==> config.mk <==
export PLATFORM = sky130hd
export DESIGN_NAME = deadline_timer_queue
export DESIGN_NICKNAME = d
export VERILOG_FILES = /design/src/design/dtq_pkg.sv /design/src/design/dtq_ctrl.sv /design/src/design/dtq_dp.sv /design/src/design/deadline_timer_queue.sv
export SDC_FILE = /design/constraint.sdc
export NUM_CORES = 2
export LEC_CHECK = 0
export CAP_MARGIN = 20
export CORE_MARGIN = 4
export CORE_UTILIZATION = 64
export CTS_BUF_LIST = sky130_fd_sc_hd__clkbuf_16
export DETAILED_ROUTE_END_ITERATION = 8
export DONT_BUFFER_PORTS = 1
export PLACE_DENSITY_LB_ADDON = 0.3
export SLEW_MARGIN = 5
export SYNTH_ARGS = -nofsm -noshare
export SYNTH_HDL_FRONTEND = slang
export SYNTH_HIERARCHICAL = 1
export SYNTH_SLANG_ARGS = --single-unit
==> constraint.sdc <==
create_clock -name clk -period 12.5 [get_ports clk]
set_input_delay 2.5 -clock clk [delete_from_list [all_inputs] [get_ports clk]]
set_output_delay 2.5 -clock clk [all_outputs]
set_load 0.1 [all_outputs]
==> src/design/dtq_pkg.sv <==
// Shared constants, codes and controller/datapath interface types for the timer queue.
`default_nettype none
package dtq_pkg;

  localparam int DEPTH       = 16;
  localparam int IDX_W       = $clog2(DEPTH);
  localparam int ID_W        = 16;
  localparam int TIME_W      = 32;
  localparam int CNT_W       = 5;
  localparam int MAX_RESULTS = 16;

  localparam logic [1:0] KIND_SCHED  = 2'd0;
  localparam logic [1:0] KIND_CANCEL = 2'd1;
  localparam logic [1:0] KIND_RUN    = 2'd2;
  localparam logic [1:0] KIND_NOP    = 2'd3;

  localparam logic [1:0] ST_OK       = 2'd0;
  localparam logic [1:0] ST_FULL     = 2'd1;
  localparam logic [1:0] ST_REJECTED = 2'd2;

  typedef enum logic [2:0] {
    S_IDLE,
    S_DISPATCH,
    S_SCHED_TRY,
    S_SCAN_START,
    S_SCAN,
    S_DECIDE,
    S_EMIT_MORE,
    S_EMIT_LAST
  } state_t;

  typedef struct packed {
    logic load;
    logic set_full;
    logic sched_try;
    logic cancel;
    logic scan_start;
    logic scan_step;
    logic purge;
    logic fire;
    logic emit;
    logic emit_last;
  } cmd_t;

  typedef struct packed {
    logic [1:0] kind;
    logic       full;
    logic       cand_ok;
    logic       scan_last;
    logic       head_valid;
    logic       head_cancelled;
    logic       head_due;
    logic       pending;
    logic       fire_room;
    logic       out_free;
  } sts_t;

endpackage
`default_nettype wire

==> src/design/dtq_ctrl.sv <==
// Controller state machine that sequences each request through the datapath.
`default_nettype none
module dtq_ctrl (
  input  wire logic          clk,
  input  wire logic          rst_n,
  input  wire logic          in_valid,
  output logic               in_stall,
  input  dtq_pkg::sts_t      sts,
  output dtq_pkg::cmd_t      cmd
);
  import dtq_pkg::*;

  state_t state_r, state_nxt;

  always_ff @(posedge clk) begin
    if (!rst_n) begin
      state_r <= S_IDLE;
    end else begin
      state_r <= state_nxt;
    end
  end

  always_comb begin
    state_nxt = state_r;
    cmd       = '0;
    in_stall  = (state_r != S_IDLE);
    case (state_r)
      S_IDLE: begin
        if (in_valid) begin
          cmd.load  = 1'b1;
          state_nxt = S_DISPATCH;
        end
      end
      S_DISPATCH: begin
        case (sts.kind)
          KIND_SCHED: begin
            if (sts.full) begin
              cmd.set_full = 1'b1;
              state_nxt    = S_SCAN_START;
            end else begin
              state_nxt = S_SCHED_TRY;
            end
          end
          KIND_CANCEL: begin
            cmd.cancel = 1'b1;
            state_nxt  = S_SCAN_START;
          end
          default: state_nxt = S_SCAN_START;
        endcase
      end
      S_SCHED_TRY: begin
        cmd.sched_try = 1'b1;
        if (sts.cand_ok) begin
          state_nxt = S_SCAN_START;
        end
      end
      S_SCAN_START: begin
        cmd.scan_start = 1'b1;
        state_nxt      = S_SCAN;
      end
      S_SCAN: begin
        cmd.scan_step = 1'b1;
        if (sts.scan_last) begin
          state_nxt = S_DECIDE;
        end
      end
      S_DECIDE: begin
        if (sts.kind != KIND_RUN) begin
          state_nxt = S_EMIT_LAST;
        end else if (sts.head_valid && sts.head_cancelled && sts.fire_room) begin
          cmd.purge = 1'b1;
          state_nxt = S_SCAN_START;
        end else if (sts.head_valid && sts.head_due && sts.fire_room) begin
          if (sts.pending) begin
            state_nxt = S_EMIT_MORE;
          end else begin
            cmd.fire  = 1'b1;
            state_nxt = S_SCAN_START;
          end
        end else begin
          state_nxt = S_EMIT_LAST;
        end
      end
      S_EMIT_MORE: begin
        if (sts.out_free) begin
          cmd.emit  = 1'b1;
          cmd.fire  = 1'b1;
          state_nxt = S_SCAN_START;
        end
      end
      S_EMIT_LAST: begin
        if (sts.out_free) begin
          cmd.emit      = 1'b1;
          cmd.emit_last = 1'b1;
          state_nxt     = S_IDLE;
        end
      end
      default: state_nxt = S_IDLE;
    endcase
  end

endmodule
`default_nettype wire

==> src/design/dtq_dp.sv <==
// Datapath with the timer table, id counter, ordering scan and result register.
`default_nettype none
module dtq_dp (
  input  wire logic                          clk,
  input  wire logic                          rst_n,
  input  wire logic [1:0]                    in_kind,
  input  wire logic [dtq_pkg::TIME_W-1:0]    in_deadline,
  input  wire logic [dtq_pkg::ID_W-1:0]      in_cancel_id,
  input  wire logic [dtq_pkg::TIME_W-1:0]    in_now_tick,
  input  dtq_pkg::cmd_t                      cmd,
  output dtq_pkg::sts_t                      sts,
  output logic                               out_valid,
  input  wire logic                          out_stall,
  output logic [1:0]                         out_status,
  output logic [dtq_pkg::ID_W-1:0]           out_timer_id,
  output logic                               out_fired,
  output logic                               out_last,
  output logic [dtq_pkg::CNT_W-1:0]          out_live_count,
  output logic                               out_has_next,
  output logic [dtq_pkg::TIME_W-1:0]         out_next_deadline
);
  import dtq_pkg::*;

  logic [DEPTH-1:0]  used_r, canc_r;
  logic [TIME_W-1:0] dl_r [DEPTH];
  logic [ID_W-1:0]   id_r [DEPTH];
  logic [ID_W-1:0]   id_cnt_r;

  logic [1:0]        kind_r;
  logic [TIME_W-1:0] deadline_r, now_r;
  logic [ID_W-1:0]   cancel_id_r;
  logic [1:0]        res_status_r;
  logic [ID_W-1:0]   res_id_r;
  logic              res_fired_r;
  logic [CNT_W-1:0]  fire_cnt_r;

  logic [IDX_W-1:0]  j_r;
  logic              all_v_r, live_v_r;
  logic [IDX_W-1:0]  all_idx_r;
  logic [TIME_W-1:0] all_dl_r, live_dl_r;
  logic [ID_W-1:0]   all_id_r, live_id_r;
  logic [CNT_W-1:0]  live_cnt_r;

  logic              out_valid_r;
  logic              out_fired_r, out_last_r, out_has_next_r;
  logic [1:0]        out_status_r;
  logic [ID_W-1:0]   out_timer_id_r;
  logic [CNT_W-1:0]  out_live_count_r;
  logic [TIME_W-1:0] out_next_deadline_r;

  logic [IDX_W-1:0]  free_idx, match_idx;
  logic              held, match;
  logic              cand_ok, cancel_ok;
  logic              j_used, j_canc;
  logic [TIME_W-1:0] j_dl;
  logic [ID_W-1:0]   j_id;
  logic              j_before_all, j_before_live;

  always_comb begin
    free_idx  = '0;
    held      = 1'b0;
    match     = 1'b0;
    match_idx = '0;
    for (int i = DEPTH - 1; i >= 0; i--) begin
      if (!used_r[i]) begin
        free_idx = IDX_W'(i);
      end
    end
    for (int i = 0; i < DEPTH; i++) begin
      if (used_r[i] && id_r[i] == id_cnt_r) begin
        held = 1'b1;
      end
      if (used_r[i] && id_r[i] == cancel_id_r) begin
        match     = 1'b1;
        match_idx = IDX_W'(i);
      end
    end
  end

  assign cand_ok   = (id_cnt_r != '0) && !held;
  assign cancel_ok = (cancel_id_r != '0) && match && !canc_r[match_idx];

  assign j_used = used_r[j_r];
  assign j_canc = canc_r[j_r];
  assign j_dl   = dl_r[j_r];
  assign j_id   = id_r[j_r];
  assign j_before_all  = (j_dl < all_dl_r) || (j_dl == all_dl_r && j_id < all_id_r);
  assign j_before_live = (j_dl < live_dl_r) || (j_dl == live_dl_r && j_id < live_id_r);

  always_ff @(posedge clk) begin
    if (!rst_n) begin
      used_r   <= '0;
      canc_r   <= '0;
      id_cnt_r <= ID_W'(1);
    end else begin
      if (cmd.sched_try) begin
        id_cnt_r <= id_cnt_r + ID_W'(1);
        if (cand_ok) begin
          used_r[free_idx] <= 1'b1;
          canc_r[free_idx] <= 1'b0;
        end
      end
      if (cmd.cancel && cancel_ok) begin
        canc_r[match_idx] <= 1'b1;
      end
      if (cmd.purge || cmd.fire) begin
        used_r[all_idx_r] <= 1'b0;
        canc_r[all_idx_r] <= 1'b0;
      end
    end
  end

  always_ff @(posedge clk) begin
    if (cmd.sched_try && cand_ok) begin
      dl_r[free_idx] <= deadline_r;
      id_r[free_idx] <= id_cnt_r;
    end
  end

  always_ff @(posedge clk) begin
    if (cmd.load) begin
      kind_r       <= in_kind;
      deadline_r   <= in_deadline;
      now_r        <= in_now_tick;
      cancel_id_r  <= in_cancel_id;
      res_status_r <= ST_OK;
      res_id_r     <= '0;
      res_fired_r  <= 1'b0;
      fire_cnt_r   <= '0;
    end
    if (cmd.set_full) begin
      res_status_r <= ST_FULL;
    end
    if (cmd.sched_try && cand_ok) begin
      res_id_r <= id_cnt_r;
    end
    if (cmd.cancel && !cancel_ok) begin
      res_status_r <= ST_REJECTED;
    end
    if (cmd.fire) begin
      res_id_r    <= all_id_r;
      res_fired_r <= 1'b1;
      fire_cnt_r  <= fire_cnt_r + CNT_W'(1);
    end
  end

  always_ff @(posedge clk) begin
    if (cmd.scan_start) begin
      j_r        <= '0;
      all_v_r    <= 1'b0;
      live_v_r   <= 1'b0;
      live_cnt_r <= '0;
    end else if (cmd.scan_step) begin
      j_r <= j_r + IDX_W'(1);
      if (j_used && (!all_v_r || j_before_all)) begin
        all_v_r   <= 1'b1;
        all_idx_r <= j_r;
        all_dl_r  <= j_dl;
        all_id_r  <= j_id;
      end
      if (j_used && !j_canc) begin
        live_cnt_r <= live_cnt_r + CNT_W'(1);
        if (!live_v_r || j_before_live) begin
          live_v_r  <= 1'b1;
          live_dl_r <= j_dl;
          live_id_r <= j_id;
        end
      end
    end
  end

  always_ff @(posedge clk) begin
    if (!rst_n) begin
      out_valid_r <= 1'b0;
    end else if (cmd.emit) begin
      out_valid_r <= 1'b1;
    end else if (!out_stall) begin
      out_valid_r <= 1'b0;
    end
  end

  always_ff @(posedge clk) begin
    if (cmd.emit) begin
      out_status_r        <= res_status_r;
      out_timer_id_r      <= res_id_r;
      out_fired_r         <= res_fired_r;
      out_last_r          <= cmd.emit_last;
      out_live_count_r    <= live_cnt_r;
      out_has_next_r      <= live_v_r;
      out_next_deadline_r <= live_v_r ? live_dl_r : '0;
    end
  end

  always_comb begin
    sts                = '0;
    sts.kind           = kind_r;
    sts.full           = &used_r;
    sts.cand_ok        = cand_ok;
    sts.scan_last      = (j_r == IDX_W'(DEPTH - 1));
    sts.head_valid     = all_v_r;
    sts.head_cancelled = canc_r[all_idx_r];
    sts.head_due       = (all_dl_r <= now_r);
    sts.pending        = res_fired_r;
    sts.fire_room      = (fire_cnt_r < CNT_W'(MAX_RESULTS));
    sts.out_free       = !out_valid_r || !out_stall;
  end

  assign out_valid         = out_valid_r;
  assign out_status        = out_status_r;
  assign out_timer_id      = out_timer_id_r;
  assign out_fired         = out_fired_r;
  assign out_last          = out_last_r;
  assign out_live_count    = out_live_count_r;
  assign out_has_next      = out_has_next_r;
  assign out_next_deadline = out_next_deadline_r;

  a_fire_frees: assert property (@(posedge clk) disable iff (!rst_n)
    (cmd.fire || cmd.purge) |=> !used_r[$past(all_idx_r)])
    else $error("fired or purged slot still occupied");

  a_sched_fills: assert property (@(posedge clk) disable iff (!rst_n)
    (cmd.sched_try && cand_ok) |=> used_r[$past(free_idx)] && !canc_r[$past(free_idx)])
    else $error("scheduled slot not occupied");

  a_emit_room: assert property (@(posedge clk) disable iff (!rst_n)
    cmd.emit |-> (!out_valid_r || !out_stall))
    else $error("result register overwritten while stalled");

  a_fire_cap: assert property (@(posedge clk) disable iff (!rst_n)
    cmd.fire |-> fire_cnt_r < CNT_W'(MAX_RESULTS))
    else $error("too many timers fired for one request");

endmodule
`default_nettype wire

==> src/design/deadline_timer_queue.sv <==
// Top level of the deadline-ordered timer queue: controller plus datapath.
// A schedule steps the id counter until it finds a free nonzero id; cancel and other kinds scan the table once.
// A run rescans the table after each purged cancelled timer and after each fired timer.
// Each table scan walks the 16 slots one per cycle; one request is processed at a time.
// A finished result waits in an output register while the next request is accepted.
// Synchronous active-low reset empties the table, sets the id counter to one, drops out_valid.
`default_nettype none
module deadline_timer_queue (
  input  wire logic                          clk,
  input  wire logic                          rst_n,
  input  wire logic                          in_valid,
  output logic                               in_stall,
  input  wire logic [1:0]                    in_kind,
  input  wire logic [dtq_pkg::TIME_W-1:0]    in_deadline,
  input  wire logic [dtq_pkg::ID_W-1:0]      in_cancel_id,
  input  wire logic [dtq_pkg::TIME_W-1:0]    in_now_tick,
  output logic                               out_valid,
  input  wire logic                          out_stall,
  output logic [1:0]                         out_status,
  output logic [dtq_pkg::ID_W-1:0]           out_timer_id,
  output logic                               out_fired,
  output logic                               out_last,
  output logic [dtq_pkg::CNT_W-1:0]          out_live_count,
  output logic                               out_has_next,
  output logic [dtq_pkg::TIME_W-1:0]         out_next_deadline
);
  import dtq_pkg::*;

  cmd_t cmd;
  sts_t sts;

  dtq_ctrl u_ctrl (
    .clk      (clk),
    .rst_n    (rst_n),
    .in_valid (in_valid),
    .in_stall (in_stall),
    .sts      (sts),
    .cmd      (cmd)
  );

  dtq_dp u_dp (
    .clk               (clk),
    .rst_n             (rst_n),
    .in_kind           (in_kind),
    .in_deadline       (in_deadline),
    .in_cancel_id      (in_cancel_id),
    .in_now_tick       (in_now_tick),
    .cmd               (cmd),
    .sts               (sts),
    .out_valid         (out_valid),
    .out_stall         (out_stall),
    .out_status        (out_status),
    .out_timer_id      (out_timer_id),
    .out_fired         (out_fired),
    .out_last          (out_last),
    .out_live_count    (out_live_count),
    .out_has_next      (out_has_next),
    .out_next_deadline (out_next_deadline)
  );

endmodule
`default_nettype wire

==> flow_summary.toml <==
[outcome]
status = "finished clean"

[cts]
cts_max_level = 3
cts_root_buf = "clkbuf_16"
holdBufCountCts = 0
cts_sinks = 1099
cts_tree = "yes"
clk_latency_ps = 700
post_cts.repair.setup_buffers = 0
clk_pin_slew_ps = 70
cts_buffers = 108
cts_buffer_depth = 3
post_cts_resized = 0

[placement]
io_buffers = 0
gp_congestion = 1.04
dp_hpwl_um = 87800
place_inst = 4096

[synth]
muxShareOfSynthArea_pct = 11.5
ys_seq_area_share_pct = 64.0
synth_area_um2 = 50500
synthXorXnorAreaFrac_pct = 9.29
synth_cell_types = 74
syn_avg_cell_area_um2 = 16.1
synth_fa_ha_area_share_pct = 3.34
synth.area.top_cells = "edfxtp_1, mux4_2, xnor2_1"
synth_compound_area_share_pct = 3.02
synth_simple_gate_area_share_pct = 6.19
synth_top_area_cell = "edfxtp_1"
async_flop_share_pct = 0
synth_seq_cells = 1099
synth_edf_count = 1029
syn-instance-count = 3138
yosysWarnings = 6
yosys.area.top_type_share_pct = 61.2
synth_top_family_by_area = "multiplexers"
synthFlopType = "edfxtp_1"
syn_nets = 3359

[critical_path]
worstSetupPathType = "register to register"
crit_path_max_incr_delay_ps = 910
crit_arrival_ps = 6930
worst_ep_required_time_ps = 12810
path_cells = "buf_4, mux4_2, mux4_2, ha_1, o21a_1, o21ai_0, nand2b_1, a21oi_1, o21ai_1, a2111oi_0, o311ai_1, a211oi_4, buf_4"
critPathCaptureType = "register"
cp_top_family = "compound AO/OA/AOI/OAI gates"
crit_slowest_cell = "a211oi_4"
cp_num_buf_inv = 2
critPathMaxFanout = 49
critPathLaunchType = "register"

[min_path]
hold_class = "register to register"
hold_start = "u_dp/res_id_r[8]"

[sta]
skew_ps = 57.9
holdWs_ps = 416
maxSlewViolCount = 0
fin_tns_setup_ps = 0
min_period_over_period_pct = 52.9
fmax_ghz = 0.151
slew-limit-headroom_pct = 24.3
setup_violations = 0
final-hold-violation-count = 0
period_minus_slack_ps = 6610
tightestPinTransition_ps = 1140
rsz0062_at_grt = "false"

[floorplanning]
initial_utilization_pct = 64.9
std_cell_rows = 102
die_y_um = 289
core_um2 = 77800
dieArea_um2 = 83500
die_width_um = 289
ios = 146

[grt]
grt.total_usage_pct = 35.9
grt-ovfl-total = 0
grt_pass1_vias = 30200
grt_pass1_wl_um = 213000
antenna_found_initial = 13
grt_max_degree = 112

[route]
viasPerCell = 6.99
vias = 30100
antenna_left = 0
routed_wl_um = 149000
firstDrtPassIters = 8
drc_errors = 0
drtIter0Drc = 4736
drt-wirelength-per-cell_um = 34.6

[power_and_ir_drop]
switching_share_pct = 29.1
p_leak_nw = 18.0
power_frac_comb_pct = 20.6
vdd_ir_drop_max_v = 0.000164
seqPwrFrac_pct = 46.3
intPower_mw = 7.12
p_per_area_nw_per_um2 = 181
p_switching_mw = 2.92
pwr-share-clk_pct = 33.1

[finish]
nNetsFinal = 3389
stdcell_count = 4308
final_layout_size_suffix_gt1_share_pct = 16.7
area_delta_synth_final_pct = 9.60

[run]
max_cap_viol_count = 0
==> cells in the mapped netlist (all sizes together) (8+ instances only) <==
cell,count
edfxtp,1029
xnor2,369
mux4,255
xor2,167
inv,147
ha,135
nor2,116
nand4,114
buf,91
nand2,81
o21ai,79
dfxtp,70
nand3,63
nor4,59
clkbuf,58
a21oi,38
a21o,32
nor2b,27
nor3,24
and2,21
nand2b,20
o21a,16
or3,12
o211ai,10
and3,8
==> final timing paths <==
kind | end | slack [ps] | depth (start not counted)
max reg2reg | u_dp/all_id_r[2] | 5890 | 13
min | u_dp/out_timer_id[8] | 420 | 0
min reg2reg | u_dp/out_timer_id[8] | 420 | 0
max | u_dp/all_id_r[2] | 5890 | 13
==> stage by stage <==
stage               utilization (%)  cell area, µm²  power [mW]  setup WS [ps]
floorplan                         -           50500        6.06           3820
global placement               66.4           51700        6.59           6020
detailed placement             66.4           51700        6.69           5970
CTS                            71.0           55300        10.0           5870
global route                   71.1           55300        10.4           5450
finish                         71.1           55400        10.0           5890
==> flip-flops by register name, summed over array words and instances (netlist names), 32 cells and up, named ones only <==
register	cells
u_dp/all_dl_r	32
u_dp/deadline_r	32
u_dp/dl_r	512
u_dp/id_r	256
u_dp/live_dl_r	32
u_dp/now_r	32
u_dp/out_next_deadline	32
==> layer usage <==
| metal | part of all wire (%) | track usage, % | vias up |
|---|---|---|---|
| met5 | 0.017 | 0 | - |
| met4 | 5.5 | 16.1 | 4 |
| met3 | 13 | 10.7 | 517 |
| met2 | 46 | 55.2 | 2405 |
| met1 | 36 | 48.2 | 15100 |
| li1 | - | - | 12100 |
==> cell families (layout without fill, tap and decap cells) <==
group | after synthesis | count (layout)
buffers and inverters | 296 | 417
AO/OA/AOI/OAI | 232 | 232
multiplexers | 261 | 261
XOR/XNOR | 536 | 536
adder cells (fa/ha/maj) | 135 | 135
other | 0 | 9
flip-flops | 1099 | 1099
AND/OR/NAND/NOR | 579 | 579
==> final cells by class <==
| type | instances | area [µm²] |
|---|---|---|
| antenna | 9 | 22.5 |
| clock buffer | 108 | 2700 |
| clock inverter | 93 | 895 |
| fill | 4773 | 22500 |
| inverter | 147 | 552 |
| multi-input combinational | 1743 | 17000 |
| sequential | 1099 | 32300 |
| tap | 1040 | 1300 |
| timing repair buffer | 69 | 551 |
==> power by group through the flow <==
stage / combinational (mW) / sequential (mW) / clock (mW)
after floorplan: 1.45 / 4.61 / 0
after global placement: 1.89 / 4.70 / 0
after detailed placement: 1.97 / 4.72 / 0
after CTS: 2.02 / 4.65 / 3.35
after global routing: 2.17 / 4.68 / 3.52
final: 2.07 / 4.66 / 3.32
==> worst register-to-register path: cells and delay by family (launching register included) <==
family                     cells  cell delay [ps]
DFF                            1              800
buffers and inverters          2             1450
AOI/OAI and AO/OA              7             2300
adders and majority gates      1              330
and+or+nand+nor                1              110
muxes                          2             1260
==> placed cells by master (no fill, tap or decap), drive strengths merged, types with 7 or more instances in the layout <==
master,synthesis,layout
ha,135,135
clkbuf,58,108
nor2b,27,27
and3,8,8
nand2b,20,20
nor4,59,59
bufinv,0,15
nor3,24,24
clkinvlp,0,8
nor2,116,116
and2,21,21
o21ai,79,79
buf,91,69
a21boi,7,7
o21a,16,16
diode,0,9
xor2,167,167
nand4,114,114
or3,12,12
nand2,81,81
edfxtp,1029,1029
clkinv,0,55
nand3,63,63
a21o,32,32
dfxtp,70,70
a21oi,38,38
mux4,255,255
o211ai,10,10
inv,147,162
xnor2,369,369
Note: power is estimated with default switching activity, not from simulation.
